File: config.mk
export PLATFORM = sky130hd
export DESIGN_NAME = jhr_tdiv
export DESIGN_NICKNAME = d
export VERILOG_FILES = /design/src/hdl/jhr_pkg.sv /design/src/hdl/jhr_tdiv.sv
export SDC_FILE = /design/constraint.sdc
export NUM_CORES = 1
export LEC_CHECK = 0
export BUFFER_PORTS_ARGS = -buffer_cell sky130_fd_sc_hd__buf_2
export CAP_MARGIN = 5
export CORE_UTILIZATION = 45
export CTS_BUF_LIST = sky130_fd_sc_hd__clkbuf_2 sky130_fd_sc_hd__clkbuf_4 sky130_fd_sc_hd__clkbuf_8
export DETAILED_ROUTE_END_ITERATION = 16
export GPL_TIMING_DRIVEN = 0
export HOLD_SLACK_MARGIN = 0.06
export SETUP_SLACK_MARGIN = 0.3
export SLEW_MARGIN = 20
export SYNTH_ARGS = -nofsm -noshare
export SYNTH_HDL_FRONTEND = slang
export SYNTH_SLANG_ARGS = --single-unit
File: constraint.sdc
create_clock -name clk -period 11 [get_ports clk]
set_clock_uncertainty 0.2 [all_clocks]
set_input_delay 1.1 -clock clk [delete_from_list [all_inputs] [get_ports clk]]
set_output_delay 1.1 -clock clk [all_outputs]
set_load 0.02 [all_outputs]
File: src/hdl/jhr_pkg.sv
// Shared constants and types of the jaw response curve unit.
`timescale 1ns / 1ps
`default_nettype none
package jhr_pkg;
    localparam int FRAC_BITS = 16;
    localparam int VW = FRAC_BITS + 1;
    localparam int TQ = 20;
    localparam int TDIV_STEPS = 4;
    localparam int PADDR_W = 4;

    localparam logic [VW-1:0] ONE = {1'b1, {FRAC_BITS{1'b0}}};
    localparam logic [VW-1:0] MID = VW'((4 * (1 << FRAC_BITS) + 5) / 10);
    localparam logic [VW-1:0] SPAN_HI = ONE - MID;
    localparam logic [VW-1:0] CAP_START = VW'((12 * (1 << FRAC_BITS) + 5) / 10);
    localparam logic [VW-1:0] CAP_END = VW'((18 * (1 << FRAC_BITS) + 5) / 10);

    localparam logic [13:0] GAIN_K_BASE = 14'd4001;
    localparam logic [13:0] GAIN_K_EXT = 14'd8001;
    localparam logic [31:0] LIMIT_LO = 32'(400) << FRAC_BITS;
    localparam logic [31:0] LIMIT_HI = 32'(600) << FRAC_BITS;

    typedef enum logic [1:0] {
        REG_REST     = 2'd0,
        REG_TYPICAL  = 2'd1,
        REG_MAXIMUM  = 2'd2,
        REG_USE_EXT  = 2'd3
    } reg_idx_t;

    typedef struct packed {
        logic [VW-1:0] rest;
        logic [VW-1:0] typical;
        logic [VW-1:0] maximum;
        logic [VW-1:0] h0;
        logic [VW-1:0] h1;
        logic [VW-1:0] ds0;
        logic [VW-1:0] de0;
        logic [VW-1:0] ds1;
        logic [VW-1:0] de1;
        logic          use_ext;
        logic          ok;
    } cfg_t;

    typedef struct packed {
        logic [VW-1:0] raw;
        logic          ok;
        logic          zero;
        logic          full;
        logic          seg;
    } side_t;
endpackage
`default_nettype wire

File: src/hdl/jhr_tdiv.sv
// Pipelined restoring divider for the segment position t = u * 2^TQ / h.
`timescale 1ns / 1ps
`default_nettype none
module jhr_tdiv #(
    parameter int STEPS = jhr_pkg::TDIV_STEPS
) (
    input  logic                      clk,
    input  logic                      rst_n,
    input  logic                      in_valid,
    output logic                      in_ready,
    input  logic [jhr_pkg::VW-1:0]    u,
    input  logic [jhr_pkg::VW-1:0]    h,
    input  jhr_pkg::side_t            in_side,
    output logic                      out_valid,
    input  logic                      out_ready,
    output logic [jhr_pkg::TQ-1:0]    t,
    output jhr_pkg::side_t            out_side
);
    localparam int VW = jhr_pkg::VW;
    localparam int TQ = jhr_pkg::TQ;
    localparam int NS = (TQ + STEPS - 1) / STEPS;

    logic [NS-1:0]  v_reg;
    logic [NS-1:0]  en;
    logic [VW-1:0]  rem_reg [NS];
    logic [VW-1:0]  h_reg [NS];
    logic [TQ-1:0]  quo_reg [NS];
    jhr_pkg::side_t side_reg [NS];

    for (genvar s = 0; s < NS; s++)
    begin : g_stage
        logic           v_in;
        logic [VW-1:0]  rem_in, h_in;
        logic [TQ-1:0]  quo_in;
        jhr_pkg::side_t side_in;
        logic [VW-1:0]  rem_c;
        logic [TQ-1:0]  quo_c;

        if (s == 0)
        begin : g_first
            assign v_in = in_valid;
            assign rem_in = u;
            assign h_in = h;
            assign quo_in = '0;
            assign side_in = in_side;
        end
        else
        begin : g_next
            assign v_in = v_reg[s-1];
            assign rem_in = rem_reg[s-1];
            assign h_in = h_reg[s-1];
            assign quo_in = quo_reg[s-1];
            assign side_in = side_reg[s-1];
        end

        if (s == NS - 1)
        begin : g_last_en
            assign en[s] = !v_reg[s] || out_ready;
        end
        else
        begin : g_mid_en
            assign en[s] = !v_reg[s] || en[s+1];
        end

        // one quotient bit per step; steps past the last bit are skipped
        always_comb
        begin
            logic [VW:0] trial;
            rem_c = rem_in;
            quo_c = quo_in;
            trial = '0;
            for (int j = 0; j < STEPS; j++)
            begin
                if (s * STEPS + j < TQ)
                begin
                    trial = {rem_c, 1'b0};
                    if (trial >= {1'b0, h_in})
                    begin
                        rem_c = VW'(trial - {1'b0, h_in});
                        quo_c = {quo_c[TQ-2:0], 1'b1};
                    end
                    else
                    begin
                        rem_c = trial[VW-1:0];
                        quo_c = {quo_c[TQ-2:0], 1'b0};
                    end
                end
            end
        end

        always_ff @(posedge clk or negedge rst_n)
        begin
            if (!rst_n)
                v_reg[s] <= 1'b0;
            else if (en[s])
                v_reg[s] <= v_in;
        end

        always_ff @(posedge clk)
        begin
            if (en[s])
            begin
                rem_reg[s] <= rem_c;
                h_reg[s] <= h_in;
                quo_reg[s] <= quo_c;
                side_reg[s] <= side_in;
            end
        end
    end

    assign in_ready = en[0];
    assign out_valid = v_reg[NS-1];
    assign t = quo_reg[NS-1];
    assign out_side = side_reg[NS-1];
endmodule
`default_nettype wire

; ---- Yosys cells after proc, flatten, opt, wreduce, memory -nomap -nowiden
; Memory sizes are Yosys's and may differ from the RTL's.
; Index checks and enable logic that the tools add are counted.
[op_classes]
muxes = 50
n_reduce_logical = 10
n_addsub = 20
n_lt_le_gt_ge = 20
[ops]
columns = op, count
row1 = >= comparator 18 x 17 -> 1 bit, 20
row2 = 2-to-1 mux 17 bit, 20
row3 = subtractor 17 bit, 20
row4 = 2-to-1 mux 1 bit, 30
row5 = zero test 1 bit, 5
row6 = logical OR 1 bit, 5
[word_totals]
regBits = 5
mem_count = 4
mem_bits_rw = 375
wordCells = 109
[memory_table]
columns = memory, words, word_bits, rd, rd_ports_with_merged_regs, write_ports, line_no
row1 = side_reg, 5, 21, 5, 0, 5, jhr_tdiv.sv:28  ; jhr_pkg::side_t side_reg [NS];
row2 = quo_reg, 5, 20, 5, 0, 5, jhr_tdiv.sv:27  ; logic [TQ-1:0] quo_reg [NS];
row3 = h_reg, 5, 17, 4, 0, 5, jhr_tdiv.sv:26  ; logic [VW-1:0] h_reg [NS];
row4 = rem_reg, 5, 17, 4, 0, 5, jhr_tdiv.sv:25  ; logic [VW-1:0] rem_reg [NS];

; ---- Logic depth before layout (Yosys ltp)
; An unclocked memory read counts as a cell.
[depth]
ltp_word = 9
depth_mapped = 51
mapped_depth_nobuf = 44

; ---- Least setup slack after synthesis
; No wires, ideal clock.
[synth_path]
path_kind = input to register
startpoint = input h[0] in the netlist's numbering
endpoint = memory rem_reg[0][5] in the netlist's numbering (data pin)
arrival_time_ns = 11.324
stages = 48
t_required_ns = 10.539
path_slack_ns = -0.785
path_cell_list = buf_1 > clkinv_1 > fa_1 > a211oi_2 > o21ai_0 > a31o_2 > o41ai_2 > o21ai_1 > clkbuf_1 > buf_1 > mux2i_1 > inv_1 > ha_1 > o21a_1 > o31a_1 > o211a_1 > o221ai_1 > a21oi_1 > [12 not listed] > o21a_1 > clkbuf_1 > inv_1 > buf_2 > mux2_2 > ha_1 > a21o_1 > a21oi_1 > nor2_1 > nor2_1 > a2bb2oi_1 > a21oi_1 > a21oi_1 > o2111ai_1 > o21ai_2 > inv_2 > buf_2 > a221o_1
[synth_rtl]
columns = item, line_no
row1 = "start, declared", jhr_tdiv.sv:12  ; input logic [jhr_pkg::VW-1:0] h,
row2 = "end, declared", jhr_tdiv.sv:25

==> out/qor.csv <==
stage,metric,value,unit
run_status,status,finished clean,
synth,synth_area,27900,sq um
clocking,cts_tree,yes,
placement,placed_area,29700,sq um
critical_path,cp_top_family,compound AO/OA/AOI/OAI gates,
sta,period_share,97.3,%
critical_path,crit_top_cell,buf_4,
routing,drt-total-wl,83.1,mm
clocking,clk-insertion-delay-late,0.65,ns
clocking,root_buffer,clkbuf_8,
floorplanning,die_height,251,um
routing,vias_per_cell,5.94,
layout,largest_register_ffs,105,
sta,rsz0062_at_grt,true,
routing,first_pass_iters,6,
global_route,grt_pass1_wl,127,mm
routing,drc,0,
sta,slew_headroom,40.4,%
synth,synth_edf_count,301,
synth,seq_area_frac_synth,32.8,%
critical_path,slowest_delay,0.43,ns
placement,placedCellCount,3804,
sta,setup_violations,0,
synth,synthTopCellsByArea,"edfxtp_1 32%, ha_1 15%, mux2_2 6.9%",
synth,synth_cells,2912,
routing,detail_route.wl_per_cell,20.2,um
clocking,numClockSinks,306,
critical_path,cp-start-kind,flip-flop,
global_route,grt_max_degree,58,
routing,vias,24500,
synth,synth_largest_area_cell,edfxtp_1,
routing,ant_nets,0,
synth,async_flop_share,1.63,%
sta,hold_viol,0,
synth,netlist.area_leader.share,32.4,%
critical_path,cpMaxStageDelayCell,edfxtp_1,
placement,portBuffers,101,
layout,fin_nets,3684,
layout,final_cells,4117,
clocking,htree_levels,2,
critical_path,crit_buf_inv,26,
clocking,path_clk_slew,0.06,ns
global_route,grt_overflow_total,0,
job,cap_violations,0,
sta,max_freq,93.4,MHz
global_route,grt_pass1_vias,23500,
hold_path,hp-class,flip-flop to flip-flop,
sta,slew_viol_final,0,
floorplanning,row_count,90,
synth,ys_types,89,
synth,synth_top_flop_cell,edfxtp_1,
sta,tightest_slew,0.887,ns
synth,ys_ff_latch,306,
placement,globalplace.congestion,0.944,
placement,place_hpwl,62.6,mm
floorplanning,ios,102,
critical_path,criticalPathCategory,flip-flop to flip-flop,
synth,yosysWarnings,0,
global_route,antenna_found_initial,2,
layout,drive_above_1_share,27.5,%
routing,drtIter0Drc,1575,
critical_path,required,11.19,ns
global_route,track_usage,25.2,%
sta,layout_min_cycle_time,10.70,ns
critical_path,endpoint_kind,flip-flop,
layout,area_delta_synth_final,23.7,%
floorplanning,dieWidth,251,um
layout,finalInstanceArea,34500,sq um
clocking,cts_buffers,55,
floorplanning,fp.dieArea,63000,sq um
critical_path,cp.arrival,10.90,ns
critical_path,crit_fanout,6,
floorplanning,initial_core_util,45.9,%
synth,yosys-top-cells-count,"324 x ha_1, 301 x edfxtp_1, 221 x a21oi_1",
clocking,cts_max_path_buffers,3,
floorplanning,core_area,60800,sq um
synth,synth_nets,3300,
synth,avgSynthCellArea,9.58,sq um
synth,synth_most_common_cell,ha_1,
-- per-stage QoR --
step	utilization, %	setup WS, ns	hold slack, ns	TNS (ns)
after floorplan	-	0.299	0.200	0
after global placement	48.6	-2.72	0.200	-137.15
after detailed placement	48.9	-2.85	0.205	-144.50
after CTS	53.8	0.282	0.155	0
after global routing	56.8	0.00740	0.179	0
final	56.8	0.297	0.166	0
-- logic make-up (layout without fill, tap and decap cells) --
logic type               Yosys count  count (layout)  share of synthesized area (%)
AND/OR/NAND/NOR                  772             772                           13.7
XOR/XNOR                         228             228                           7.16
flip-flops                       306             306                           32.8
adder cells (fa/ha/maj)          329             329                           14.9
multiplexers                     207             207                           8.23
other                              0               2                              0
buffers and inverters            245             666                           3.42
AO/OA/AOI/OAI                    825             825                           19.8
-- area by class of cell --
class,instances,area (sq um)
sequential,306,9160
timing repair buffer,327,2390
antenna,2,5.00
fill,5269,26300
clock buffer,74,900
multi-input combinational,2361,19600
tap,782,978
buffer,46,479
inverter,199,800
clock inverter,20,214
-- per-layer routing --
metal	global-route usage, %	share of wire, %
met1	32.5	44
met2	43.6	48
met3	2.79	4.1
met4	9.08	3.7
met5	0	0
-- final timing paths --
kind | startpoint | end | slack (ns) | cells after the start
setup / recovery | h_reg[0][36]$_DFFE_PP_ | rem_reg[0][64]$_DFFE_PP_ | 0.30 | 53
hold / removal | side_reg[0][58]$_DFFE_PP_ | side_reg[0][79]$_DFFE_PP_ | 0.17 | 0
setup reg to reg | h_reg[0][36]$_DFFE_PP_ | rem_reg[0][64]$_DFFE_PP_ | 0.30 | 53
hold reg to reg | side_reg[0][58]$_DFFE_PP_ | side_reg[0][79]$_DFFE_PP_ | 0.17 | 0
max in group asynchronous | rst_n | g_stage[4].v_in$_DFFE_PN0P_ | 9.88 | 2
min in group asynchronous | rst_n | out_valid$_DFFE_PN0P_ | 0.59 | 2
-- repair_timing --
item | 4_1_cts | 5_1_grt
gates cloned | 1 | 1
setup buffers | 116 | 98
endpoints found under the hold margin | 5 | 0
endpoints found under the setup margin | 74 | 73
pin swaps | 70 | 121
resized for setup | 227 | 233
hold buffers | 1 | 0
-- placed cells by master, fill, tap and decap left out, types with 22 or more instances in the layout --
| cell type | n |
|---|---|
| nand3_1 | 45 |
| xor2_1 | 79 |
| clkbuf_8 | 59 |
| o21ai_0 | 134 |
| nand2_1 | 168 |
| a21o_1 | 73 |
| mux2i_1 | 24 |
| o21bai_1 | 29 |
| inv_1 | 174 |
| edfxtp_1 | 301 |
| buf_2 | 103 |
| and3_1 | 22 |
| buf_6 | 28 |
| clkbuf_4 | 22 |
| ha_4 | 38 |
| o21a_1 | 57 |
| a31oi_1 | 26 |
| xnor2_1 | 149 |
| or3_1 | 23 |
| mux2_4 | 36 |
| nor3_1 | 59 |
| mux2_2 | 141 |
| nor2_1 | 201 |
| nand2b_1 | 37 |
| nor2b_1 | 43 |
| a21oi_1 | 182 |
| buf_4 | 207 |
| a21oi_2 | 30 |
| nand4_1 | 39 |
| ha_1 | 273 |
Power is left out: the tool's default activity adds up to more than one toggle a clock period on the data nets, which glitch-free logic cannot reach.
