===== config.mk =====
export PLATFORM = sky130hd
export DESIGN_NAME = jhr_cfg
export DESIGN_NICKNAME = d
export VERILOG_FILES = /design/src/hdl/jhr_pkg.sv /design/src/hdl/jhr_cfg.sv
export SDC_FILE = /design/constraint.sdc
export NUM_CORES = 2
export LEC_CHECK = 0
export BUFFER_PORTS_ARGS = -buffer_cell sky130_fd_sc_hd__buf_2
export CAP_MARGIN = 25
export CORE_ASPECT_RATIO = 1.5
export CORE_MARGIN = 2
export CORE_UTILIZATION = 65
export DETAILED_ROUTE_END_ITERATION = 16
export PLACE_DENSITY_LB_ADDON = 0.08
export SLEW_MARGIN = 20
export SYNTH_ARGS = -nofsm -noshare
export SYNTH_HDL_FRONTEND = slang
export SYNTH_SLANG_ARGS = --single-unit

===== constraint.sdc =====
create_clock -name clk -period 26.7 [get_ports clk]
set_input_delay 1.335 -clock clk [delete_from_list [all_inputs] [get_ports clk]]
set_output_delay 1.335 -clock clk [all_outputs]
set_load 0.05 [all_outputs]

===== src/hdl/jhr_pkg.sv =====
// Shared constants and types of the jaw response curve unit.
`timescale 1ns / 1ps
`default_nettype none
package jhr_pkg;
    localparam int FRAC_BITS = 16;
    localparam int VW = FRAC_BITS + 1;
    localparam int TQ = 20;
    localparam int TDIV_STEPS = 4;
    localparam int PADDR_W = 4;

    localparam logic [VW-1:0] ONE = {1'b1, {FRAC_BITS{1'b0}}};
    localparam logic [VW-1:0] MID = VW'((4 * (1 << FRAC_BITS) + 5) / 10);
    localparam logic [VW-1:0] SPAN_HI = ONE - MID;
    localparam logic [VW-1:0] CAP_START = VW'((12 * (1 << FRAC_BITS) + 5) / 10);
    localparam logic [VW-1:0] CAP_END = VW'((18 * (1 << FRAC_BITS) + 5) / 10);

    localparam logic [13:0] GAIN_K_BASE = 14'd4001;
    localparam logic [13:0] GAIN_K_EXT = 14'd8001;
    localparam logic [31:0] LIMIT_LO = 32'(400) << FRAC_BITS;
    localparam logic [31:0] LIMIT_HI = 32'(600) << FRAC_BITS;

    typedef enum logic [1:0] {
        REG_REST     = 2'd0,
        REG_TYPICAL  = 2'd1,
        REG_MAXIMUM  = 2'd2,
        REG_USE_EXT  = 2'd3
    } reg_idx_t;

    typedef struct packed {
        logic [VW-1:0] rest;
        logic [VW-1:0] typical;
        logic [VW-1:0] maximum;
        logic [VW-1:0] h0;
        logic [VW-1:0] h1;
        logic [VW-1:0] ds0;
        logic [VW-1:0] de0;
        logic [VW-1:0] ds1;
        logic [VW-1:0] de1;
        logic          use_ext;
        logic          ok;
    } cfg_t;

    typedef struct packed {
        logic [VW-1:0] raw;
        logic          ok;
        logic          zero;
        logic          full;
        logic          seg;
    } side_t;
endpackage
`default_nettype wire


===== src/hdl/jhr_cfg.sv =====
// Register file and tangent precompute sequencer.
`timescale 1ns / 1ps
`default_nettype none
module jhr_cfg (
    input  logic                          clk,
    input  logic                          rst_n,
    input  logic                          psel,
    input  logic                          penable,
    input  logic                          pwrite,
    input  logic [jhr_pkg::PADDR_W-1:0]   paddr,
    input  logic [31:0]                   pwdata,
    output logic [31:0]                   prdata,
    output jhr_pkg::cfg_t                 cfg,
    output logic                          busy
);
    localparam int VW = jhr_pkg::VW;
    localparam int FB = jhr_pkg::FRAC_BITS;
    localparam int PW = 2 * VW;
    localparam int NUMW = 2 * VW + 7 + FB;
    localparam int DENW = 2 * VW + 8;
    localparam int QW = VW + 2;
    localparam int REMW = NUMW + 1;
    localparam int SHW = DENW + QW;
    localparam int CW = $clog2(QW);

    typedef enum logic [5:0] {
        ST_IDLE  = 6'b000001,
        ST_MUL   = 6'b000010,
        ST_PREP  = 6'b000100,
        ST_LOAD  = 6'b001000,
        ST_DIV   = 6'b010000,
        ST_STORE = 6'b100000
    } state_t;

    typedef enum logic [1:0] {
        T_DS0 = 2'd0,
        T_DE0 = 2'd1,
        T_DS1 = 2'd2,
        T_DE1 = 2'd3
    } tan_t;

    logic [VW-1:0]   rest_reg, typ_reg, max_reg;
    logic            ext_reg;
    state_t          state_reg;
    tan_t            idx_reg;
    logic [CW-1:0]   cnt_reg;
    logic [PW-1:0]   pa_reg, pb_reg, pc_reg;
    logic [VW-1:0]   h0_reg, h1_reg;
    logic            ok_reg;
    logic [NUMW-1:0] num_reg;
    logic [DENW-1:0] den_reg;
    logic            zero_reg;
    logic [REMW-1:0] rem_reg;
    logic [SHW-1:0]  dsh_reg;
    logic [QW-1:0]   quo_reg;
    logic [VW-1:0]   ds0_reg, de0_reg, ds1_reg, de1_reg;

    logic            wr;
    logic [VW-1:0]   h0_c, h1_c;
    logic [13:0]     k_c;
    logic [31:0]     ka_c, kb_c;
    logic            ok_c;
    logic [NUMW-1:0] sab_c, sbc_c, ps_c, qs_c, pe_c, qe_c, den1_c, ab18_c, bc18_c;
    logic [NUMW-1:0] num_next;
    logic [DENW-1:0] den_next;
    logic            zero_next;
    logic            ge_c;

    assign wr = psel && penable && pwrite;
    assign busy = (state_reg != ST_IDLE);

    // Anchor spacing check
    assign h0_c = typ_reg - rest_reg;
    assign h1_c = max_reg - typ_reg;
    assign k_c = ext_reg ? jhr_pkg::GAIN_K_EXT : jhr_pkg::GAIN_K_BASE;
    assign ka_c = 32'(k_c) * 32'(h0_c);
    assign kb_c = 32'(k_c) * 32'(h1_c);
    assign ok_c = (typ_reg > rest_reg) && (max_reg > typ_reg)
                  && (jhr_pkg::LIMIT_LO <= ka_c) && (jhr_pkg::LIMIT_HI <= kb_c);

    // Numerators and denominators from the products h0*h0, h0*h1, h1*h1
    always_comb
    begin
        sab_c = NUMW'(pa_reg) + NUMW'(pb_reg);
        sbc_c = NUMW'(pb_reg) + NUMW'(pc_reg);
        ps_c = (NUMW'(pb_reg) << 3) + (NUMW'(pc_reg) << 2);
        qs_c = (NUMW'(pa_reg) << 2) + (NUMW'(pa_reg) << 1);
        pe_c = (NUMW'(pb_reg) << 3) + (NUMW'(pb_reg) << 2)
               + (NUMW'(pa_reg) << 2) + (NUMW'(pa_reg) << 1);
        qe_c = NUMW'(pc_reg) << 2;
        den1_c = (NUMW'(pa_reg) << 4) - NUMW'(pa_reg)
                 + (NUMW'(pb_reg) << 5) + (NUMW'(pb_reg) << 4) + (NUMW'(pb_reg) << 1)
                 + (NUMW'(pc_reg) << 3) + (NUMW'(pc_reg) << 1);
        ab18_c = ((sab_c << 4) + (sab_c << 1)) << FB;
        bc18_c = ((sbc_c << 4) + (sbc_c << 1)) << FB;

        num_next = '0;
        den_next = '0;
        zero_next = 1'b0;
        unique case (idx_reg)
            T_DS0:
            begin
                zero_next = (ps_c <= qs_c);
                num_next = (ps_c - qs_c) << FB;
                den_next = DENW'((sbc_c << 3) + (sbc_c << 1));
            end
            T_DE0:
            begin
                num_next = ab18_c;
                den_next = DENW'(den1_c);
            end
            T_DS1:
            begin
                num_next = bc18_c;
                den_next = DENW'(den1_c);
            end
            T_DE1:
            begin
                zero_next = (pe_c <= qe_c);
                num_next = (pe_c - qe_c) << FB;
                den_next = DENW'((sab_c << 3) + (sab_c << 1));
            end
            default:
            begin
                num_next = '0;
            end
        endcase
    end

    assign ge_c = (SHW'(rem_reg) >= dsh_reg);

    always_ff @(posedge clk or negedge rst_n)
    begin
        if (!rst_n)
        begin
            rest_reg <= '0;
            typ_reg <= '0;
            max_reg <= '0;
            ext_reg <= 1'b0;
        end
        else if (wr)
        begin
            unique case (jhr_pkg::reg_idx_t'(paddr[jhr_pkg::PADDR_W-1:2]))
                jhr_pkg::REG_REST:    rest_reg <= pwdata[VW-1:0];
                jhr_pkg::REG_TYPICAL: typ_reg <= pwdata[VW-1:0];
                jhr_pkg::REG_MAXIMUM: max_reg <= pwdata[VW-1:0];
                jhr_pkg::REG_USE_EXT: ext_reg <= pwdata[0];
                default:              rest_reg <= rest_reg;
            endcase
        end
    end

    always_ff @(posedge clk or negedge rst_n)
    begin
        if (!rst_n)
        begin
            state_reg <= ST_IDLE;
            ok_reg <= 1'b0;
        end
        else if (wr)
        begin
            state_reg <= ST_MUL;
        end
        else
        begin
            unique case (state_reg)
                ST_IDLE:  state_reg <= ST_IDLE;
                ST_MUL:
                begin
                    ok_reg <= ok_c;
                    state_reg <= ST_PREP;
                end
                ST_PREP:  state_reg <= ST_LOAD;
                ST_LOAD:  state_reg <= ST_DIV;
                ST_DIV:
                begin
                    if (cnt_reg == '0)
                    begin
                        state_reg <= ST_STORE;
                    end
                end
                ST_STORE:
                begin
                    state_reg <= (idx_reg == T_DE1) ? ST_IDLE : ST_PREP;
                end
                default:  state_reg <= ST_IDLE;
            endcase
        end
    end

    always_ff @(posedge clk)
    begin
        unique case (state_reg)
            ST_MUL:
            begin
                pa_reg <= PW'(h0_c) * PW'(h0_c);
                pb_reg <= PW'(h0_c) * PW'(h1_c);
                pc_reg <= PW'(h1_c) * PW'(h1_c);
                h0_reg <= h0_c;
                h1_reg <= h1_c;
                idx_reg <= T_DS0;
            end
            ST_PREP:
            begin
                num_reg <= num_next;
                den_reg <= den_next;
                zero_reg <= zero_next;
            end
            ST_LOAD:
            begin
                // round half up: add half the divisor first
                rem_reg <= REMW'(num_reg) + REMW'(den_reg >> 1);
                dsh_reg <= SHW'(den_reg) << (QW - 1);
                cnt_reg <= CW'(QW - 1);
                quo_reg <= '0;
            end
            ST_DIV:
            begin
                if (ge_c)
                begin
                    rem_reg <= rem_reg - REMW'(dsh_reg);
                end
                quo_reg <= {quo_reg[QW-2:0], ge_c};
                dsh_reg <= dsh_reg >> 1;
                cnt_reg <= cnt_reg - CW'(1);
            end
            ST_STORE:
            begin
                unique case (idx_reg)
                    T_DS0:
                    begin
                        if (zero_reg)
                            ds0_reg <= '0;
                        else if (quo_reg > QW'(jhr_pkg::CAP_START))
                            ds0_reg <= jhr_pkg::CAP_START;
                        else
                            ds0_reg <= quo_reg[VW-1:0];
                    end
                    T_DE0: de0_reg <= quo_reg[VW-1:0];
                    T_DS1: ds1_reg <= quo_reg[VW-1:0];
                    T_DE1:
                    begin
                        if (zero_reg)
                            de1_reg <= '0;
                        else if (quo_reg > QW'(jhr_pkg::CAP_END))
                            de1_reg <= jhr_pkg::CAP_END;
                        else
                            de1_reg <= quo_reg[VW-1:0];
                    end
                    default: de1_reg <= de1_reg;
                endcase
                idx_reg <= tan_t'(idx_reg + 2'd1);
            end
            default:
            begin
                idx_reg <= idx_reg;
            end
        endcase
    end

    always_comb
    begin
        prdata = '0;
        unique case (jhr_pkg::reg_idx_t'(paddr[jhr_pkg::PADDR_W-1:2]))
            jhr_pkg::REG_REST:    prdata = 32'(rest_reg);
            jhr_pkg::REG_TYPICAL: prdata = 32'(typ_reg);
            jhr_pkg::REG_MAXIMUM: prdata = 32'(max_reg);
            jhr_pkg::REG_USE_EXT: prdata = 32'(ext_reg);
            default:              prdata = '0;
        endcase
    end

    always_comb
    begin
        cfg.rest = rest_reg;
        cfg.typical = typ_reg;
        cfg.maximum = max_reg;
        cfg.use_ext = ext_reg;
        cfg.h0 = h0_reg;
        cfg.h1 = h1_reg;
        cfg.ds0 = ds0_reg;
        cfg.de0 = de0_reg;
        cfg.ds1 = ds1_reg;
        cfg.de1 = de1_reg;
        cfg.ok = ok_reg;
    end

    a_write_restarts: assert property (@(posedge clk) disable iff (!rst_n)
        wr |=> state_reg == ST_MUL)
        else $error("register write did not restart precompute");

    a_div_ends: assert property (@(posedge clk) disable iff (!rst_n)
        (state_reg == ST_DIV && cnt_reg == '0 && !wr) |=> state_reg == ST_STORE)
        else $error("divider did not finish after last quotient bit");

    a_start_cap: assert property (@(posedge clk) disable iff (!rst_n)
        (state_reg == ST_STORE && idx_reg == T_DS0) |=> ds0_reg <= jhr_pkg::CAP_START)
        else $error("start tangent exceeds cap");
endmodule
`default_nettype wire


# Yosys cells after proc, flatten, opt, wreduce, memory -nomap -nowiden
# Index checks and enable logic that the tools add are counted.
classes:
  n_addsub: 25
  n_mul: 5
  n_lt_le_gt_ge: 9
  n_eq_ne: 14
  n_mux: 17
  n_bitwise: 1
  n_reduce_logical: 23
op_table:
  columns: ["operator", "n"]
  rows:
  - ["57-bit one-hot mux with 4 select lines", 1]
  - ["32-bit one-hot mux with 4 select lines", 1]
  - ["42-bit one-hot mux with 3 select lines", 1]
  - ["61-bit one-hot mux with 2 select lines", 1]
  - ["38-bit by 36-bit adder with 39-bit output", 3]
  - ["58-bit one-hot mux with 2 select lines", 1]
  - ["17-bit by 17-bit multiplier with 34-bit output", 3]
  - ["42-bit by 36-bit adder with 42-bit output", 2]
  - ["39-bit by 36-bit adder with 40-bit output", 2]
  - ["37-bit by 36-bit adder with 38-bit output", 2]
  - ["34-bit by 34-bit adder with 35-bit output", 2]
  - ["58-bit by 61-bit >= comparator with 1-bit output", 1]
  - ["13-bit by 17-bit multiplier with 30-bit output", 2]
  - ["57-bit by 41-bit adder with 58-bit output", 1]
  - ["58-bit two-way mux", 1]
  - ["58-bit subtractor", 1]
  - ["41-bit by 39-bit adder with 42-bit output", 1]
  - ["42-bit by 38-bit adder with 42-bit output", 1]
  - ["39-bit by 40-bit adder with 41-bit output", 1]
  - ["40-bit by 36-bit subtractor with 41-bit output", 1]
  - ["39-bit by 35-bit adder with 40-bit output", 1]
  - ["40-bit by 36-bit <= comparator with 1-bit output", 1]
  - ["38-bit by 34-bit subtractor with 39-bit output", 1]
  - ["38-bit by 37-bit subtractor with 39-bit output", 1]
  - ["35 further kinds", 61]
totals:
  regBits: 508
  output_inout_bits: 188
  word_cells: 119

# Logic depth before layout (Yosys ltp)
depth:
  word_depth: 7
  depth_mapped: 42
  mapped_depth_nobuf: 41

# Worst setup path before layout
# OpenSTA, ideal clock, no wires.
synth_path:
  path_kind: "reg-to-reg"
  from: "register typ_reg[0]"
  to: "register pc_reg[32], data pin"
  setup_ps: 262
  arrival_ps: 9076
  required_ps: 26438
  setup_slack_ps: 17362
  stages_incl_launch_ff: 40
  period_less_slack_ps: 9338
  path_cell_list: "dfrtp_1 > ha_1 > inv_1 > fa_1 > a21o_1 > a21oi_1 > o21bai_1 > a21oi_1 > o21bai_1 > a21oi_1 > o21ai_1 > a2111o_1 > a31oi_1 > xnor2_1 > clkbuf_1 > buf_2 > nand2_1 > fa_1 > (+4 left out) > inv_1 > fa_1 > fa_1 > inv_1 > fa_1 > inv_1 > ha_1 > a21o_1 > a21oi_1 > o21ai_1 > or3_1 > o211a_1 > o21a_1 > o21ai_1 > nand2b_1 > a31o_1 > a211oi_1 > xnor2_1"
synth_between:
  elab_chain_len: 2
synth_lines:
  columns: ["element", "line", "rtl"]
  rows:
  - ["from (decl)", "jhr_cfg.sv:42", "logic [VW-1:0] rest_reg, typ_reg, max_reg;"]
  - ["from (signal assigned)", "jhr_cfg.sv:145", "jhr_pkg::REG_TYPICAL: typ_reg <= pwdata[VW-1:0];"]
  - ["17-bit subtractor", "jhr_cfg.sv:74", "assign h1_c = max_reg - typ_reg;"]
  - ["via h1_c[14]", "jhr_cfg.sv:59", "logic [VW-1:0] h0_c, h1_c;"]
  - ["17-bit by 17-bit multiplier with 34-bit output", "jhr_cfg.sv:198", "pc_reg <= PW'(h1_c) * PW'(h1_c);"]
  - ["to (signal assigned)", "jhr_cfg.sv:198", null]
  - ["to (decl)", "jhr_cfg.sv:47", "logic [PW-1:0] pa_reg, pb_reg, pc_reg;"]
# The timed path passes the listed nets, and every way through them passes these cells.
# A chain may end at the register's enable or synchronous reset.

# Worst setup path after layout
layout_path:
  from: "register max_reg[0]"
  to: "register pc_reg[32], data pin"
layout_between:
  elab_chain_len: 2
layout_lines:
  columns: ["element", "line", "rtl"]
  rows:
  - ["from (decl)", "jhr_cfg.sv:42", null]
  - ["from (signal assigned)", "jhr_cfg.sv:146", "jhr_pkg::REG_MAXIMUM: max_reg <= pwdata[VW-1:0];"]
  - ["17-bit subtractor", "jhr_cfg.sv:74", null]
  - ["17-bit by 17-bit multiplier with 34-bit output", "jhr_cfg.sv:198", null]
# No other way between the ends.

==> results.md <==
* Status: completed
* Max Clock Skew at 0.0537 ns
* WL per Instance at 23.9 um
* CTS buffer count at 50
* Unrepaired setup endpoints after global routing: no
* First-pass GRT wire length at 410 mm
* Share of cells above drive strength 1 at 5.62%
* CP max FO at 26
* IO Count at 229
* Number of synthesized flops with an enable pin at 427
* Initial DRT Pass Iterations at 6
* Prevailing post-synth register cell: edfxtp_1
* Crit path launch type: flop
* Synthesized cell area at 84,200 um^2
* Reg-to-reg critical path endpoint: pc_reg[32]
* Setup TNS at 0 ns
* Starting Density at 65.5%
* Drt drc at 0
* WS Path Type: reg2reg
* Die Y-Extent at 445 um
* CTS clock-pin slew for the worst setup and hold paths at 0.06 ns
* Reg-to-reg critical path startpoint: max_reg[0]
* Sequential area share after synthesis at 17.0%
* Htree depth at 2
* Vias per cell at 6.18
* Post-synth top area share at 24.2%
* Area contributors post-synth: fa_1, ha_1, edfxtp_1
* Fillers at 10.5k
* Fmax at 92.2 MHz
* Yosys reg bits at 486
* CP dominant cell by count: fa_1
* Crit share post-route at 40.6%
* GRT Total Usage at 40.8%
* Largest net degree at the start of global routing at 84
* Max FFs per register at 60
* Num rows at 161
* Actual slew at the worst max-slew pin at 1.14 ns
* Die ar. at 133,000 um^2
* Sink Count at 486
* Critical Path Source: max_reg[0]
* Post-synth top area cell: fa_1
* Final ANT Viol Nets at 0
* # hold bufs at CTS at 0
* Antenna violations before repair at 13
* Final WL at 268 mm
* WP data arrival at 11.31 ns
* CTS root buffer: clkbuf_16
* Yosys cell types at 112
* Final GP Congestion at 1.06
* Warnings from Yosys at 0
* Mapped Cells at 9,311
* End of the critical path: pc_reg[32]
* Reg2reg setup slack at 15.86 ns
* Area Overhead vs Synth at 6.13%
* DRT iter0 DRCs at 4,786
* Reg2Reg Depth at 41
* Worst rel slew slack at 23.9%
* Max stage delay on crit path at 0.55 ns
* Ys async rst share at 12.1%
* Post-DP HPWL at 215 mm
* Nets at 11.6k
* GRT Residual Overflow at 0
* Max Slew Vio Count at 0
* CTS tree: built
* Critical Path RT at 27.17 ns
* Core region area at 129,000 um^2
* Hold Vio Cnt, Final at 0
* Max Cap Viol at 0
* Slowest stage cell, crit path: fa_1
* Critical Path Sink Type: flop
* Clk_lat worst skew at 0.73 ns
* Vias in the first global route at 73.6k
* Tightest Hold Check Type: reg2reg
* DR vias at 69.4k
* Setup violations, final at 0
* Post-cts resize count at 0
* Post-CTS Setup Repair Bufs at 0
* Die Width at 298 um
* Post-Syn Area per Cell at 9.04 um^2
* Max clock buf depth at 3
* Tmin final at 10.84 ns
* Number of port buffers at 196
stage by stage:
stage               setup WS (ns)  hold slack [ns]  cells  utilization, %  area (um^2)
floorplan                   17.36            0.468   9356               -        84400
global placement            16.03            0.516  11100            68.1        87600
detailed placement          15.94            0.528  11100            68.2        87600
CTS                         15.87            0.538  11200            69.5        89300
global route                15.31            0.556  11200            69.5        89400
finish                      15.86            0.534  11200            69.5        89400
layer usage:
metal | track usage (%) | part of all wire, % | vias up
li1 | - | - | 31500
met1 | 39.8 | 32 | 33900
met2 | 72.3 | 50 | 2710
met3 | 6.55 | 6.0 | 1224
met4 | 40.0 | 12 | 12
met5 | 0 | 0.028 | -
kinds of logic after synthesis:
group	count (synthesis)	share of synthesized area (%)
compound gates	2140	16.4
fa+ha+maj	2079	39.9
simple gates	2062	11.1
buf+inv	1880	8.48
xor+xnor	614	6.42
flops	486	17.0
mux	48	0.614
other cells	2	0.00892
cells in the mapped netlist, drive strengths merged (31+ instances only):
cell    number
edfxtp     427
fa        1016
buf         46
xnor2      394
o21a        80
ha        1063
nor3        91
a31oi       57
o21bai      99
nand2      728
nand4       67
a21boi      31
nand3      117
nor2       635
inv       1626
o21ai      465
dfrtp       58
a211oi      55
xor2       220
clkbuf     203
a21oi      648
nor2b       93
and2        60
a221oi      42
nand2b      83
and3        62
a21o       358
cell usage in the layout (no fill, tap or decap), types with 62 or more instances in the layout:
cell type	count
a21o_1	356
a21oi_1	644
and3_1	62
buf_2	197
buf_4	103
edfxtp_1	427
fa_1	1016
ha_1	1061
inv_1	1619
nand2_1	727
nand2b_1	83
nand3_1	117
nand4_1	67
nor2_1	630
nor2b_1	93
nor3_1	88
o21a_1	80
o21ai_0	402
o21bai_1	99
xnor2_1	382
xor2_1	205
critical path, delay by kind of cell, from the launching register on:
family                     cells  cell delay, ns
AOI/OAI and AO/OA             18            3.82
and+or+nand+nor                3            0.66
xor gates and xnor gates       2            0.25
adders and majority gates      9            3.78
buffers and inverters          9            1.63
DFF                            1            0.40
layout make-up:
class	count	area (um^2)	share of cell area, %
Sequential cell	486	14300	16.0
Clock inverter	30	355	0.398
Tap cell	1711	2140	2.40
Clock buffer	64	1370	1.53
Multi-Input combinational cell	6990	63300	70.8
Timing Repair Buffer	302	1780	1.99
Antenna cell	5	12.5	0.0140
Inverter	1631	6130	6.86
worst min path at each step:
stage / slack (ns) / cells past startpoint / end / startpoint
3_5_place_dp: 0.53 / 0 / de0_reg[4] / quo_reg[4]
3_3_place_gp: 0.52 / 0 / de0_reg[4] / quo_reg[4]
4_1_cts: 0.54 / 0 / ds1_reg[4] / quo_reg[4]
6_report: 0.53 / 0 / ds1_reg[4] / quo_reg[4]
5_1_grt: 0.56 / 0 / de0_reg[4] / quo_reg[4]
2_1_floorplan: 0.47 / 0 / de0_reg[5] / quo_reg[5]
Power is left out: the tool's default activity adds up to more than one toggle a clock period on the data nets, which glitch-free logic cannot reach.
