## src/hdl/jhr_pkg.sv

```systemverilog
// Shared constants and types of the jaw response curve unit.
`timescale 1ns / 1ps
`default_nettype none
package jhr_pkg;
    localparam int FRAC_BITS = 16;
    localparam int VW = FRAC_BITS + 1;
    localparam int TQ = 20;
    localparam int TDIV_STEPS = 4;
    localparam int PADDR_W = 4;

    localparam logic [VW-1:0] ONE = {1'b1, {FRAC_BITS{1'b0}}};
    localparam logic [VW-1:0] MID = VW'((4 * (1 << FRAC_BITS) + 5) / 10);
    localparam logic [VW-1:0] SPAN_HI = ONE - MID;
    localparam logic [VW-1:0] CAP_START = VW'((12 * (1 << FRAC_BITS) + 5) / 10);
    localparam logic [VW-1:0] CAP_END = VW'((18 * (1 << FRAC_BITS) + 5) / 10);

    localparam logic [13:0] GAIN_K_BASE = 14'd4001;
    localparam logic [13:0] GAIN_K_EXT = 14'd8001;
    localparam logic [31:0] LIMIT_LO = 32'(400) << FRAC_BITS;
    localparam logic [31:0] LIMIT_HI = 32'(600) << FRAC_BITS;

    typedef enum logic [1:0] {
        REG_REST     = 2'd0,
        REG_TYPICAL  = 2'd1,
        REG_MAXIMUM  = 2'd2,
        REG_USE_EXT  = 2'd3
    } reg_idx_t;

    typedef struct packed {
        logic [VW-1:0] rest;
        logic [VW-1:0] typical;
        logic [VW-1:0] maximum;
        logic [VW-1:0] h0;
        logic [VW-1:0] h1;
        logic [VW-1:0] ds0;
        logic [VW-1:0] de0;
        logic [VW-1:0] ds1;
        logic [VW-1:0] de1;
        logic          use_ext;
        logic          ok;
    } cfg_t;

    typedef struct packed {
        logic [VW-1:0] raw;
        logic          ok;
        logic          zero;
        logic          full;
        logic          seg;
    } side_t;
endpackage
`default_nettype wire

```

## src/hdl/jhr_front.sv

```systemverilog
// Input conditioning: curve input, segment select and zone flags.
`timescale 1ns / 1ps
`default_nettype none
module jhr_front (
    input  logic                      clk,
    input  logic                      rst_n,
    input  jhr_pkg::cfg_t             cfg,
    input  logic                      in_valid,
    output logic                      in_ready,
    input  logic [jhr_pkg::VW-1:0]    jaw_open,
    input  logic [jhr_pkg::VW-1:0]    jaw_extreme,
    input  logic                      extreme_present,
    output logic                      out_valid,
    input  logic                      out_ready,
    output logic [jhr_pkg::VW-1:0]    u,
    output logic [jhr_pkg::VW-1:0]    h,
    output jhr_pkg::side_t            side
);
    localparam int VW = jhr_pkg::VW;

    logic          v0_reg, v1_reg;
    logic          en0, en1;
    logic [VW-1:0] x_reg, raw_reg;
    logic [VW-1:0] u_reg, h_reg;
    jhr_pkg::side_t side_reg;

    logic [VW-1:0] base_c, extra_c, x_c;
    logic [VW:0]   sum_c;
    logic          seg_c;

    assign en1 = !v1_reg || out_ready;
    assign en0 = !v0_reg || en1;
    assign in_ready = en0;

    always_comb
    begin
        base_c = (jaw_open > jhr_pkg::ONE) ? jhr_pkg::ONE : jaw_open;
        extra_c = '0;
        if (extreme_present)
        begin
            extra_c = (jaw_extreme > jhr_pkg::ONE) ? jhr_pkg::ONE : jaw_extreme;
        end
        sum_c = {1'b0, base_c} + {1'b0, extra_c};
        x_c = cfg.use_ext ? sum_c[VW:1] : base_c;
    end

    assign seg_c = (x_reg >= cfg.typical);

    always_ff @(posedge clk or negedge rst_n)
    begin
        if (!rst_n)
        begin
            v0_reg <= 1'b0;
            v1_reg <= 1'b0;
        end
        else
        begin
            if (en0)
                v0_reg <= in_valid;
            if (en1)
                v1_reg <= v0_reg;
        end
    end

    always_ff @(posedge clk)
    begin
        if (en0)
        begin
            x_reg <= x_c;
            raw_reg <= jaw_open;
        end
        if (en1)
        begin
            u_reg <= seg_c ? (x_reg - cfg.typical) : (x_reg - cfg.rest);
            h_reg <= seg_c ? cfg.h1 : cfg.h0;
            side_reg.raw <= raw_reg;
            side_reg.ok <= cfg.ok;
            side_reg.zero <= (x_reg <= cfg.rest);
            side_reg.full <= (x_reg >= cfg.maximum);
            side_reg.seg <= seg_c;
        end
    end

    assign out_valid = v1_reg;
    assign u = u_reg;
    assign h = h_reg;
    assign side = side_reg;
endmodule
`default_nettype wire

```

## config.mk

```make
export PLATFORM = sky130hd
export DESIGN_NAME = jhr_front
export DESIGN_NICKNAME = d
export VERILOG_FILES = /design/src/hdl/jhr_pkg.sv /design/src/hdl/jhr_front.sv
export SDC_FILE = /design/constraint.sdc
export NUM_CORES = 1
export LEC_CHECK = 0
export BUFFER_PORTS_ARGS = -buffer_cell sky130_fd_sc_hd__buf_2
export CORE_MARGIN = 2
export CORE_UTILIZATION = 45
export DETAILED_ROUTE_END_ITERATION = 12
export HOLD_SLACK_MARGIN = 0.15
export PLACE_DENSITY = 0.82
export SETUP_SLACK_MARGIN = 0.3
export SLEW_MARGIN = 0
export SYNTH_ARGS = -nofsm -noshare
export SYNTH_HDL_FRONTEND = slang
export SYNTH_SLANG_ARGS = --single-unit
```

## constraint.sdc

```tcl
create_clock -name clk -period 2.9 [get_ports clk]
set_input_delay 0.58 -clock clk [delete_from_list [all_inputs] [get_ports clk]]
set_output_delay 0.58 -clock clk [all_outputs]
set_load 0.05 [all_outputs]
```

### Word-level counts from Yosys, hierarchy flattened

Cells that the tools add are included.

| cells by class | value |
|---|---|
| add/sub/neg operators | 3 |
| $mul | 0 |
| divide/modulo/power cells | 0 |
| order comparisons | 5 |
| equal/unequal tests | 0 |
| shifts and indexed selects | 0 |
| mux-type cells | 6 |
| bitwise gates (word level) | 0 |
| reductions and logical operators | 4 |

Operator list:

| operator | count |
|---|---|
| two-way mux 17 bit | 6 |
| >= comparator 17 bit | 2 |
| greater-than comparator 17 bit, second input constant | 2 |
| subtractor 17 bit | 2 |
| adder 17 x 17 -> 18 bit | 1 |
| less-or-equal comparator 17 bit | 1 |
| zero test 1 bit | 2 |
| logical OR 1 bit | 2 |

| storage, ports and cells | value |
|---|---|
| register bits | 91 |
| latch bits | 0 |
| memory bits (writable) | 0 |
| memory bits (read-only) | 0 |
| output and inout port bits | 57 |
| word-level logic and storage cells | 29 |
| memories kept | 0 |

### Depth between registers and ports, before layout

Gate-level depths: netlist (run 1).

| logic depth | value |
|---|---|
| depth after elaboration | 5 |
| gate-level depth with buffers | 13 |
| gate-level depth less buffers | 12 |

### Worst setup path before layout (run 1)

Ideal clock, no wire load.

| timing path | value |
|---|---|
| path type | input -> register |
| start point | input jaw_extreme[3] in the netlist's numbering |
| end point | register x_reg[14] (data pin) |
| library setup time | 0.256 ns |
| data arrival time | 3.304 ns |
| required time | 2.644 ns |
| slack | -0.659 ns |
| stages on the path | 13 |
| path buffers | 1 |
| cells stage by stage | nor4_1 > a41oi_1 > nor2b_1 > clkbuf_1 > and2_1 > ha_1 > a21o_1 > a21oi_1 > o21ai_0 > o21ai_1 > nor3_1 > or4_1 > a31o_2 |

| between the ends | value |
|---|---|
| cells in the longest elaborated chain, start to end | 5 |

Ends and longest elaborated chain:

| what | RTL line | source |
|---|---|---|
| start, declared | jhr_front.sv:11 | `input logic [jhr_pkg::VW-1:0] jaw_extreme,` |
| greater-than comparator 17 bit | jhr_front.sv:41 | `extra_c = (jaw_extreme > jhr_pkg::ONE) ? jhr_pkg::ONE : jaw_extreme;` |
| two-way mux 17 bit * | jhr_front.sv:41 |  |
| two-way mux 17 bit * | jhr_front.sv:39 | `if (extreme_present)` |
| adder 17 x 17 -> 18 bit * | jhr_front.sv:43 | `sum_c = {1'b0, base_c} + {1'b0, extra_c};` |
| two-way mux 17 bit * | jhr_front.sv:44 | `x_c = cfg.use_ext ? sum_c[VW:1] : base_c;` |
| via x_c[14] | jhr_front.sv:27 | `logic [VW-1:0] base_c, extra_c, x_c;` |
| end signal, assigned | jhr_front.sv:69 | `x_reg <= x_c;` |
| end, declared | jhr_front.sv:23 | `logic [VW-1:0] x_reg, raw_reg;` |

The timed path passes the listed nets; every way through them passes the cells marked *.
A chain may end at the register's enable or synchronous reset.

### Worst setup path in the final report (run 1)

| timing path | value |
|---|---|
| start point | input jaw_extreme[0] in the netlist's numbering |
| end point | register x_reg[14] (data pin) |

The elaborated chain is that of the path after synthesis.

==> results of run 1 <==
## worst paths after layout
| path | endpoint | slack, ps | depth (start not counted) |
|---|---|---|---|
| min in group asynchronous | out_valid | 570 | 2 |
| setup reg to reg | h[14] | -60 | 10 |
| setup / recovery | x_reg[14] | -210 | 13 |
| hold / removal | side[3] | 400 | 1 |
| max in group asynchronous | v0_reg | 2240 | 2 |
| hold reg to reg | side[5] | 420 | 0 |
## cells in the mapped netlist (5+ instances only)
| cell type | number |
|---|---|
| nand2_1 | 23 |
| o21ai_0 | 21 |
| ha_1 | 67 |
| nand4_1 | 6 |
| and2_1 | 30 |
| o31ai_1 | 5 |
| mux2_2 | 30 |
| mux2i_1 | 13 |
| edfxtp_1 | 89 |
| inv_1 | 66 |
| nor3_1 | 15 |
| nand3_1 | 8 |
| xnor2_1 | 21 |
| o21bai_1 | 8 |
| nand2b_1 | 12 |
| nor2_1 | 16 |
| nor2b_1 | 15 |
| o211ai_1 | 7 |
| nor4_1 | 10 |
| xor2_1 | 11 |
| a21oi_1 | 32 |
| o21a_1 | 12 |
| a21o_1 | 15 |
## repair_timing
item / in CTS / in global routing
gates resized for setup: 54 / 42
setup buffers: 7 / 4
hold buffers: 1 / 0
endpoints found under the setup margin: 50 / 50
gates cloned: 3 / 0
hold endpoints to repair: 2 / 0
pin swaps: 28 / 24
## worst max-delay path, delay by kind of cell
| kind | cells | cell delay [ps] |
|---|---|---|
| buf+inv | 1 | 120 |
| compound gates | 6 | 1060 |
| fa+ha+maj | 1 | 220 |
| simple gates | 5 | 1240 |
## metrics by stage
| step | total power (W) | cell area [um^2] | hold slack [ps] |
|---|---|---|---|
| 3_3_place_gp | 0.00388 | 8900 | 366 |
| 4_1_cts | 0.00525 | 9630 | 394 |
| 6_report | 0.00531 | 9850 | 403 |
| 3_5_place_dp | 0.00393 | 8900 | 367 |
| 2_1_floorplan | 0.00325 | 6890 | 284 |
| 5_1_grt | 0.00554 | 9850 | 396 |
## metal layers
metal | up-vias | share of wire | GRT usage
li1 | 2960 | - | -
met4 | 0 | 0.028 | 0.107
met1 | 2870 | 0.40 | 0.293
met2 | 220 | 0.51 | 0.446
met5 | - | 0 | 0
met3 | 42 | 0.056 | 0.0415
## kinds of logic (layout without fill, tap and decap cells)
logic type               count (synthesis)  count (layout)  share of synthesized area
AO/OA/AOI/OAI                          145             145                      0.156
XOR/XNOR                                32              32                     0.0426
adder cells (fa/ha/maj)                 70              70                      0.136
buffers and inverters                   74             401                     0.0450
flip-flops                              91              91                      0.414
multiplexers                            44              44                     0.0728
AND/OR/NAND/NOR                        158             158                      0.134
## cell usage in the layout (no fill, tap or decap), drive strengths merged, types with 10 or more instances in the layout
cell type	netlist	layout
buf	4	318
edfxtp	89	89
inv	66	69
ha	67	67
a21oi	32	32
mux2	31	31
and2	30	30
nand2	23	23
o21ai	23	23
xnor2	21	21
nor2	16	16
a21o	15	15
nor2b	15	15
nor3	15	15
mux2i	13	13
o21a	12	12
nand2b	12	12
xor2	11	11
nor4	10	10
## power by group through the flow
stage | combinational (W) | clock (W) | sequential [W]
6_report | 0.00237 | 0.00116 | 0.00178
2_1_floorplan | 0.000969 | 0 | 0.00228
3_5_place_dp | 0.00212 | 0 | 0.00181
3_3_place_gp | 0.00208 | 0 | 0.00180
4_1_cts | 0.00229 | 0.00118 | 0.00178
5_1_grt | 0.00253 | 0.00122 | 0.00180
## final cells by class
type,count,area share
multi-input combinational,449,0.430
sequential,91,0.276
timing repair buffer,319,0.214
inverter,66,0.0259
tap,184,0.0234
clock buffer,9,0.0229
clock inverter,7,0.00711
==> results_dict.tcl, run 1 <==
set metrics [dict create \
    crit_top_cell "a21o_1" \
    dpl.hpwl_um 14600 \
    ys_top_cells_by_area "edfxtp_1 41%, ha_1 13%, mux2_2 5.1%, inv_1 3.8%, and2_1 2.9%" \
    path_cells "buf_2 > nor4_4 > a41oi_2 > nor2b_4 > and2_4 > ha_4 > a21o_1 > a21o_1 > a21oi_2 > o21ai_0 > nor3b_1 > or4_1 > a31o_2" \
    antenna_left 0 \
    yosysSeqAreaShare 0.414 \
    synth_seq_cells 91 \
    swShare 0.378 \
    nFillCells 1068 \
    maxSlewViolCount 0 \
    cp.required_ps 3020 \
    drtIter0Drc 423 \
    clkPwrFrac 0.219 \
    ir_drop_v 0.000343 \
    cts_buffers 9 \
    grtUsageTotal 0.248 \
    antenna_cells 0 \
    finalNonFillerCells 1125 \
    grt_max_degree 57 \
    gp_congestion 0.911 \
    grt_pass1_wl_um 30500 \
    post-route-period-util 1.07 \
    synth_edf_count 89 \
    tns_ps -1450 \
    synthDistinctLibCells 63 \
    num_vias 6092 \
    fin_ws_ps -208 \
    relSlewSlack 0.487 \
    dieWidth_um 125 \
    power_per_cell_area_nw_per_um2 539 \
    multi_input_area_um2 4240 \
    final-seq-area_um2 2720 \
    largest_reg_flops 21 \
    path_max_fanout 6 \
    final_util 0.683 \
    portBuffers 182 \
    final_hold_viol_count 0 \
    max_stage_delay_ps 400 \
    postSynthAreaPerCell_um2 10.7 \
    fmax_mhz 322 \
    row_count 44 \
    antenna_found_initial 0 \
    htreeDepth 3 \
    root_buffer "clkbuf_16" \
    start_kind "input port" \
    start_util 0.456 \
    p_switching_w 0.00200 \
    wire_per_inst_um 17.7 \
    status "finished, violations left" \
    clock_path_buffers 2 \
    worst_pin_slew_ps 770 \
    crit_start "jaw_extreme[0]" \
    dp.cells 1094 \
    vias_per_cell 5.42 \
    p_int_w 0.00331 \
    rsz0062_at_grt "yes" \
    place_worst_setup_slack_ps -651 \
    routed_wl_um 19900 \
    worstReg2RegStart "x_reg[1]" \
    synthFlopType "edfxtp_1" \
    fin_crit_ps 3110 \
    combPwrFrac 0.446 \
    clock_skew_ps 7.36 \
    critical_path_class "input port to register" \
    drive_gt1_frac 0.488 \
    syn_inst 614 \
    syn_area_um2 6580 \
    drc_errors 0 \
    clkSlewWorstSetupHoldPaths_ps 70 \
    setup_viol 29 \
    grt_pass1_vias 6159 \
    min_from "cfg[0]" \
    drv_cap 0 \
    cts_tree "built" \
    cp_slowest_cell "or4_1" \
    end_kind "register" \
    dieArea_um2 15600 \
    grt_overflow 0 \
    seq_power_share 0.335 \
    p_leak_nw 4.68 \
    firstDrtPassIters 5 \
    dieHeight_um 125 \
    synth_top_area_frac 0.406 \
    yosysWarnings 0 \
    num-nets-final 1200 \
    core_area_um2 14400 \
    violations "setup timing" \
    holdCritPathClass "input port to register" \
    yosys.area.top_type "edfxtp_1" \
    critPathArrivalTime_ps 3220 \
    synth_nets 878 \
    areaGrowthSynthToFinish_pct 49.6 \
    clk_latency_ps 360 \
    cts.sinks 91 \
    io_pins 251 \
    async_flop_share 0.0220 \
]
No activity file was read; power rests on OpenSTA's default activity.
==> inputs of run 2 (changes only) <==
--- a/config.mk
+++ b/config.mk
@@ -7,10 +7,10 @@
 export LEC_CHECK = 0
 export BUFFER_PORTS_ARGS = -buffer_cell sky130_fd_sc_hd__buf_2
 export CORE_MARGIN = 2
-export CORE_UTILIZATION = 45
+export CORE_UTILIZATION = 40
 export DETAILED_ROUTE_END_ITERATION = 12
 export HOLD_SLACK_MARGIN = 0.15
-export PLACE_DENSITY = 0.82
+export PLACE_DENSITY = 0.75
 export SETUP_SLACK_MARGIN = 0.3
 export SLEW_MARGIN = 0
 export SYNTH_ARGS = -nofsm -noshare
==> constraint.sdc (replaced) <==
create_clock -name clk -period 2.9 [get_ports clk]
set_input_delay 0.145 -clock clk [delete_from_list [all_inputs] [get_ports clk]]
set_output_delay 0.145 -clock clk [all_outputs]
set_load 0.05 [all_outputs]
==> run 2 against run 1 <==
  * The run now ends clean
  * Clock skew grew 0.59 ps
  * Global-route usage down 3.9 points
  * Cell count increased by 4.1%
  * Worst setup slack better by 270 ps
  * Non-clock buffer count grew 14
  * Via count decreased by 1.9%
  * Critical path depth is 3 lower
==> results_dict.tcl, run 2 (same netlist as run 1, synthesis figures left out) <==
set metrics [dict create \
    status "completed" \
    cp.required_ps 3010 \
    dp.cells 1085 \
    maxSlewViolCount 0 \
    drv_cap 0 \
    grt_overflow 0 \
    post-route-period-util 0.979 \
    start_kind "register" \
    clock_skew_ps 7.95 \
    grt_pass1_vias 5944 \
    drc_errors 0 \
    power_per_cell_area_nw_per_um2 517 \
    largest_reg_flops 21 \
    finalPower_w 0.00512 \
    holdCritPathClass "input port to register" \
    vias_per_cell 5.10 \
    antenna_left 0 \
    row_count 46 \
    tns_ps 0 \
    relSlewSlack 0.522 \
    dpl.hpwl_um 13900 \
    grt_pass1_wl_um 28900 \
    antenna_cells 0 \
    core_area_um2 16000 \
    antenna_found_initial 0 \
    rsz0062_at_grt "yes" \
    setup_viol 0 \
    firstDrtPassIters 5 \
    htreeDepth 3 \
    gp_congestion 0.888 \
    path_max_fanout 12 \
    place_worst_setup_slack_ps -259 \
    root_buffer "clkbuf_16" \
    num_vias 5975 \
    drive_gt1_frac 0.403 \
    clkSlewWorstSetupHoldPaths_ps 70 \
    drtIter0Drc 359 \
    fin_ws_ps 61.2 \
    cts_tree "built" \
    start_util 0.411 \
    portBuffers 182 \
    dieWidth_um 132 \
    critPathArrivalTime_ps 2950 \
    grtUsageTotal 0.210 \
    fin_crit_ps 2840 \
    dieHeight_um 132 \
    num-nets-final 1214 \
    worst_pin_slew_ps 716 \
    grt_max_degree 37 \
    cts.sinks 91 \
    final_common_cell "buf_2" \
    critical_path_class "register to register" \
    clk_latency_ps 360 \
    clock_path_buffers 2 \
    dieArea_um2 17500 \
    final_cell_mix "177 x buf_2, 89 x edfxtp_1, 81 x buf_4" \
    finalNonFillerCells 1171 \
    cts_buffers 9 \
    ir_drop_v 0.000327 \
    end_kind "register" \
    routed_wl_um 19200 \
    p_leak_nw 4.67 \
    final_hold_viol_count 0 \
    fmax_mhz 352 \
    wire_per_inst_um 16.4 \
    io_pins 251 \
    areaGrowthSynthToFinish_pct 50.6 \
    holdWs_ps 245 \
]
run 2: repair_timing:
item                                   4_1_cts  5_1_grt
resized for setup                           17       61
setup buffers                                3       11
setup endpoints to repair                   40       47
cloned                                       0        1
pin swaps                                    1       22
endpoints found under the hold margin       38        0
hold buffers                                55        0
run 2: metal layers:
metal | track usage | vias up | routed length (um)
li1 | - | 2976 | -
met1 | 0.257 | 2759 | 7990
met2 | 0.369 | 208 | 9580
met3 | 0.0404 | 32 | 1150
met4 | 0.0729 | 0 | 466
met5 | 0 | - | 0
run 2: cell type report:
type | count | area, um^2
Inverter | 66 | 248
Clock inverter | 5 | 40.0
Sequential cell | 91 | 2720
Fill cell | 1325 | 6090
Multi-Input combinational cell | 449 | 4080
Tap cell | 216 | 270
Clock buffer | 11 | 233
Timing Repair Buffer | 333 | 2320
run 2: per-stage QoR:
stage / util / area (um^2)
2_1_floorplan: - / 6790
3_3_place_gp: 0.536 / 8570
3_5_place_dp: 0.536 / 8570
4_1_cts: 0.595 / 9530
5_1_grt: 0.620 / 9910
6_report: 0.620 / 9910
run 2: critical path, stage by stage (launching register included):
cell and delay (ps):
edfxtp_1 440, ha_4 240, nor2b_4 120, o31a_1 280
o311ai_2 250, o211a_1 230, o21ai_2 80, a221oi_4 270
buf_4 180, clkbuf_16 180, mux2_4 310
run 2: power breakdown:
| group | internal (W) | leakage, nW | switching, W | total [W] |
|---|---|---|---|---|
| sequential | 0.00170 | 0.926 | 0.0000637 | 0.00176 |
| clock | 0.000588 | 0.128 | 0.000521 | 0.00111 |
| combinational | 0.000936 | 3.61 | 0.00132 | 0.00225 |
run 2: worst paths after layout:
kind                             from        end  slack [ps]  cells past startpoint
max                          x_reg[1]      h[13]          60                     10
min                          cfg[121]       u[0]         250                      3
max reg2reg                  x_reg[1]      h[13]          60                     10
min reg2reg                raw_reg[1]    side[5]         420                      0
max in group asynchronous       rst_n  out_valid        2130                      3
min in group asynchronous       rst_n     v0_reg         650                      3
==> inputs of run 3 (changes only) <==
--- a/config.mk
+++ b/config.mk
@@ -7,10 +7,10 @@
 export LEC_CHECK = 0
 export BUFFER_PORTS_ARGS = -buffer_cell sky130_fd_sc_hd__buf_2
 export CORE_MARGIN = 2
-export CORE_UTILIZATION = 40
+export CORE_UTILIZATION = 45
 export DETAILED_ROUTE_END_ITERATION = 12
 export HOLD_SLACK_MARGIN = 0.15
-export PLACE_DENSITY = 0.75
+export PLACE_DENSITY = 0.82
 export SETUP_SLACK_MARGIN = 0.3
 export SLEW_MARGIN = 0
 export SYNTH_ARGS = -nofsm -noshare
==> run 3 against run 2 <==
  * Cell count decreased by 2.7%
  * Sequential share of layout area fell by 0.12 points
  * Via count is 1.5% higher
  * Clock skew up 2.4 ps
  * Register-to-register slack about the same
  * Cell area rose by 0.43%
  * Worst setup slack improved by 3.0 ps
  * Critical path depth unchanged
  * Clock power is essentially flat
  * Critical path type unchanged
==> results_dict.tcl, run 3 (same netlist as run 1, synthesis figures left out) <==
set metrics [dict create \
    status "completed" \
    clkSlewWorstSetupHoldPaths_ps 70 \
    drv_cap 0 \
    path_cells "ha_4 > nor2b_4 > o31a_1 > o311ai_2 > o211a_1 > o21ai_2 > a221oi_4 > buf_6 > clkbuf_16 > mux2_4" \
    firstDrtPassIters 5 \
    dieArea_um2 15600 \
    p_leak_nw 4.69 \
    final_util 0.690 \
    post-route-period-util 0.978 \
    holdWs_ps 257 \
    antenna_cells 0 \
    critical_path_class "register to register" \
    cp_slowest_cell "edfxtp_1" \
    grtUsageTotal 0.233 \
    holdCritPathClass "input port to register" \
    dp.cells 1050 \
    final_common_cell "buf_2" \
    path_max_fanout 6 \
    cts_tree "built" \
    wire_per_inst_um 16.9 \
    final_cell_mix "169 x buf_2, 89 x edfxtp_1, 80 x buf_4" \
    grt_max_degree 57 \
    power_per_cell_area_nw_per_um2 518 \
    clock_skew_ps 10.4 \
    end_kind "register" \
    max_stage_delay_ps 450 \
    row_count 44 \
    critPathArrivalTime_ps 2940 \
    finalNonFillerCells 1139 \
    io_pins 251 \
    gp_congestion 0.905 \
    fmax_mhz 353 \
    clk_latency_ps 350 \
    drive_gt1_frac 0.415 \
    finalPower_w 0.00516 \
    cts_buffers 9 \
    cts.sinks 91 \
    final_hold_viol_count 0 \
    drtIter0Drc 316 \
    clock_path_buffers 2 \
    areaGrowthSynthToFinish_pct 51.2 \
    routed_wl_um 19300 \
    fin_crit_ps 2840 \
    cp.required_ps 3010 \
    core_area_um2 14400 \
    final_cell_area_um2 9960 \
    dieHeight_um 125 \
    start_util 0.456 \
    ir_drop_v 0.000283 \
    final-seq-area_um2 2720 \
    antenna_found_initial 0 \
    largest_reg_flops 21 \
    num-nets-final 1214 \
    dieWidth_um 125 \
    num_vias 6063 \
    portBuffers 182 \
    worst_pin_slew_ps 726 \
    drc_errors 0 \
    antenna_left 0 \
    rsz0062_at_grt "yes" \
    setup_viol 0 \
    grt_pass1_wl_um 28900 \
    grt_pass1_vias 5983 \
    root_buffer "clkbuf_16" \
    grt_overflow 0 \
    maxSlewViolCount 0 \
    htreeDepth 3 \
    placed_cell_area_um2 8500 \
    cp_num_buf_inv 2 \
    vias_per_cell 5.32 \
    start_kind "register" \
    relSlewSlack 0.516 \
    nFillCells 1051 \
    cpLargestDelayFamily "compound AO/OA/AOI/OAI gates" \
    dpl.hpwl_um 13600 \
    multi_input_area_um2 4100 \
]
## run 3: cell types whose count changed in the layout (fill, tap and decap cells not counted), sizes merged
cell          previous run  this run
clkbuf                  12        13
dlygate4sd3             54        55
dlymetal6s4s             1         0
inv                     67        69
clkinv                   2         0
buf                    277       275
nor2b                   15        16
## run 3: cell type report
type | instances | share of cell area
repair buffers | 332 | 0.237
flip-flops and latches | 91 | 0.273
clock inverters | 5 | 0.00465
well taps | 184 | 0.0231
inverters | 66 | 0.0249
clock buffers | 11 | 0.0244
multi-input cells | 450 | 0.412
## run 3: metal layers
layer,up-vias,track usage,share of wire
li1,2978,-,-
met5,-,0,0
met3,42,0.0466,0.067
met2,239,0.414,0.51
met4,0,0.0810,0.028
met1,2804,0.282,0.39
## run 3: power breakdown
| part | switching, W | total (W) | internal, W |
|---|---|---|---|
| registers | 0.0000656 | 0.00176 | 0.00170 |
| clock network | 0.000512 | 0.00113 | 0.000619 |
| logic | 0.00131 | 0.00226 | 0.000948 |
| total | 0.00189 | 0.00516 | 0.00327 |
## run 3: repair_timing
action | CTS | global route
resized for setup | 13 | 85
endpoints found under the hold margin | 38 | 0
buffers inserted | 3 | 12
hold buffers | 55 | 0
cloned | 1 | 2
pin swaps | 2 | 39
endpoints found under the setup margin | 42 | 47
## run 3: final timing paths
| path | startpoint | to | depth (start not counted) | slack (ps) |
|---|---|---|---|---|
| min in group asynchronous | rst_n | out_valid | 3 | 630 |
| setup reg to reg | x_reg[1] | h[8] | 10 | 60 |
| hold / removal | cfg[121] | u[0] | 3 | 260 |
| setup / recovery | x_reg[1] | h[8] | 10 | 60 |
| hold reg to reg | raw_reg[11] | side[15] | 0 | 420 |
| max in group asynchronous | rst_n | v0_reg | 3 | 2150 |
## run 3: worst min-delay path, stage by stage
cell	delay, ps
buf_2	80
ha_1	140
mux2i_1	70
## run 3: stage by stage
stage,setup TNS [ps],setup WS (ps)
floorplan,0,61.3
global placement,-451,-92.5
detailed placement,-1030,-189
CTS,0,12.5
global route,-215,-23.8
finish,0,64.2
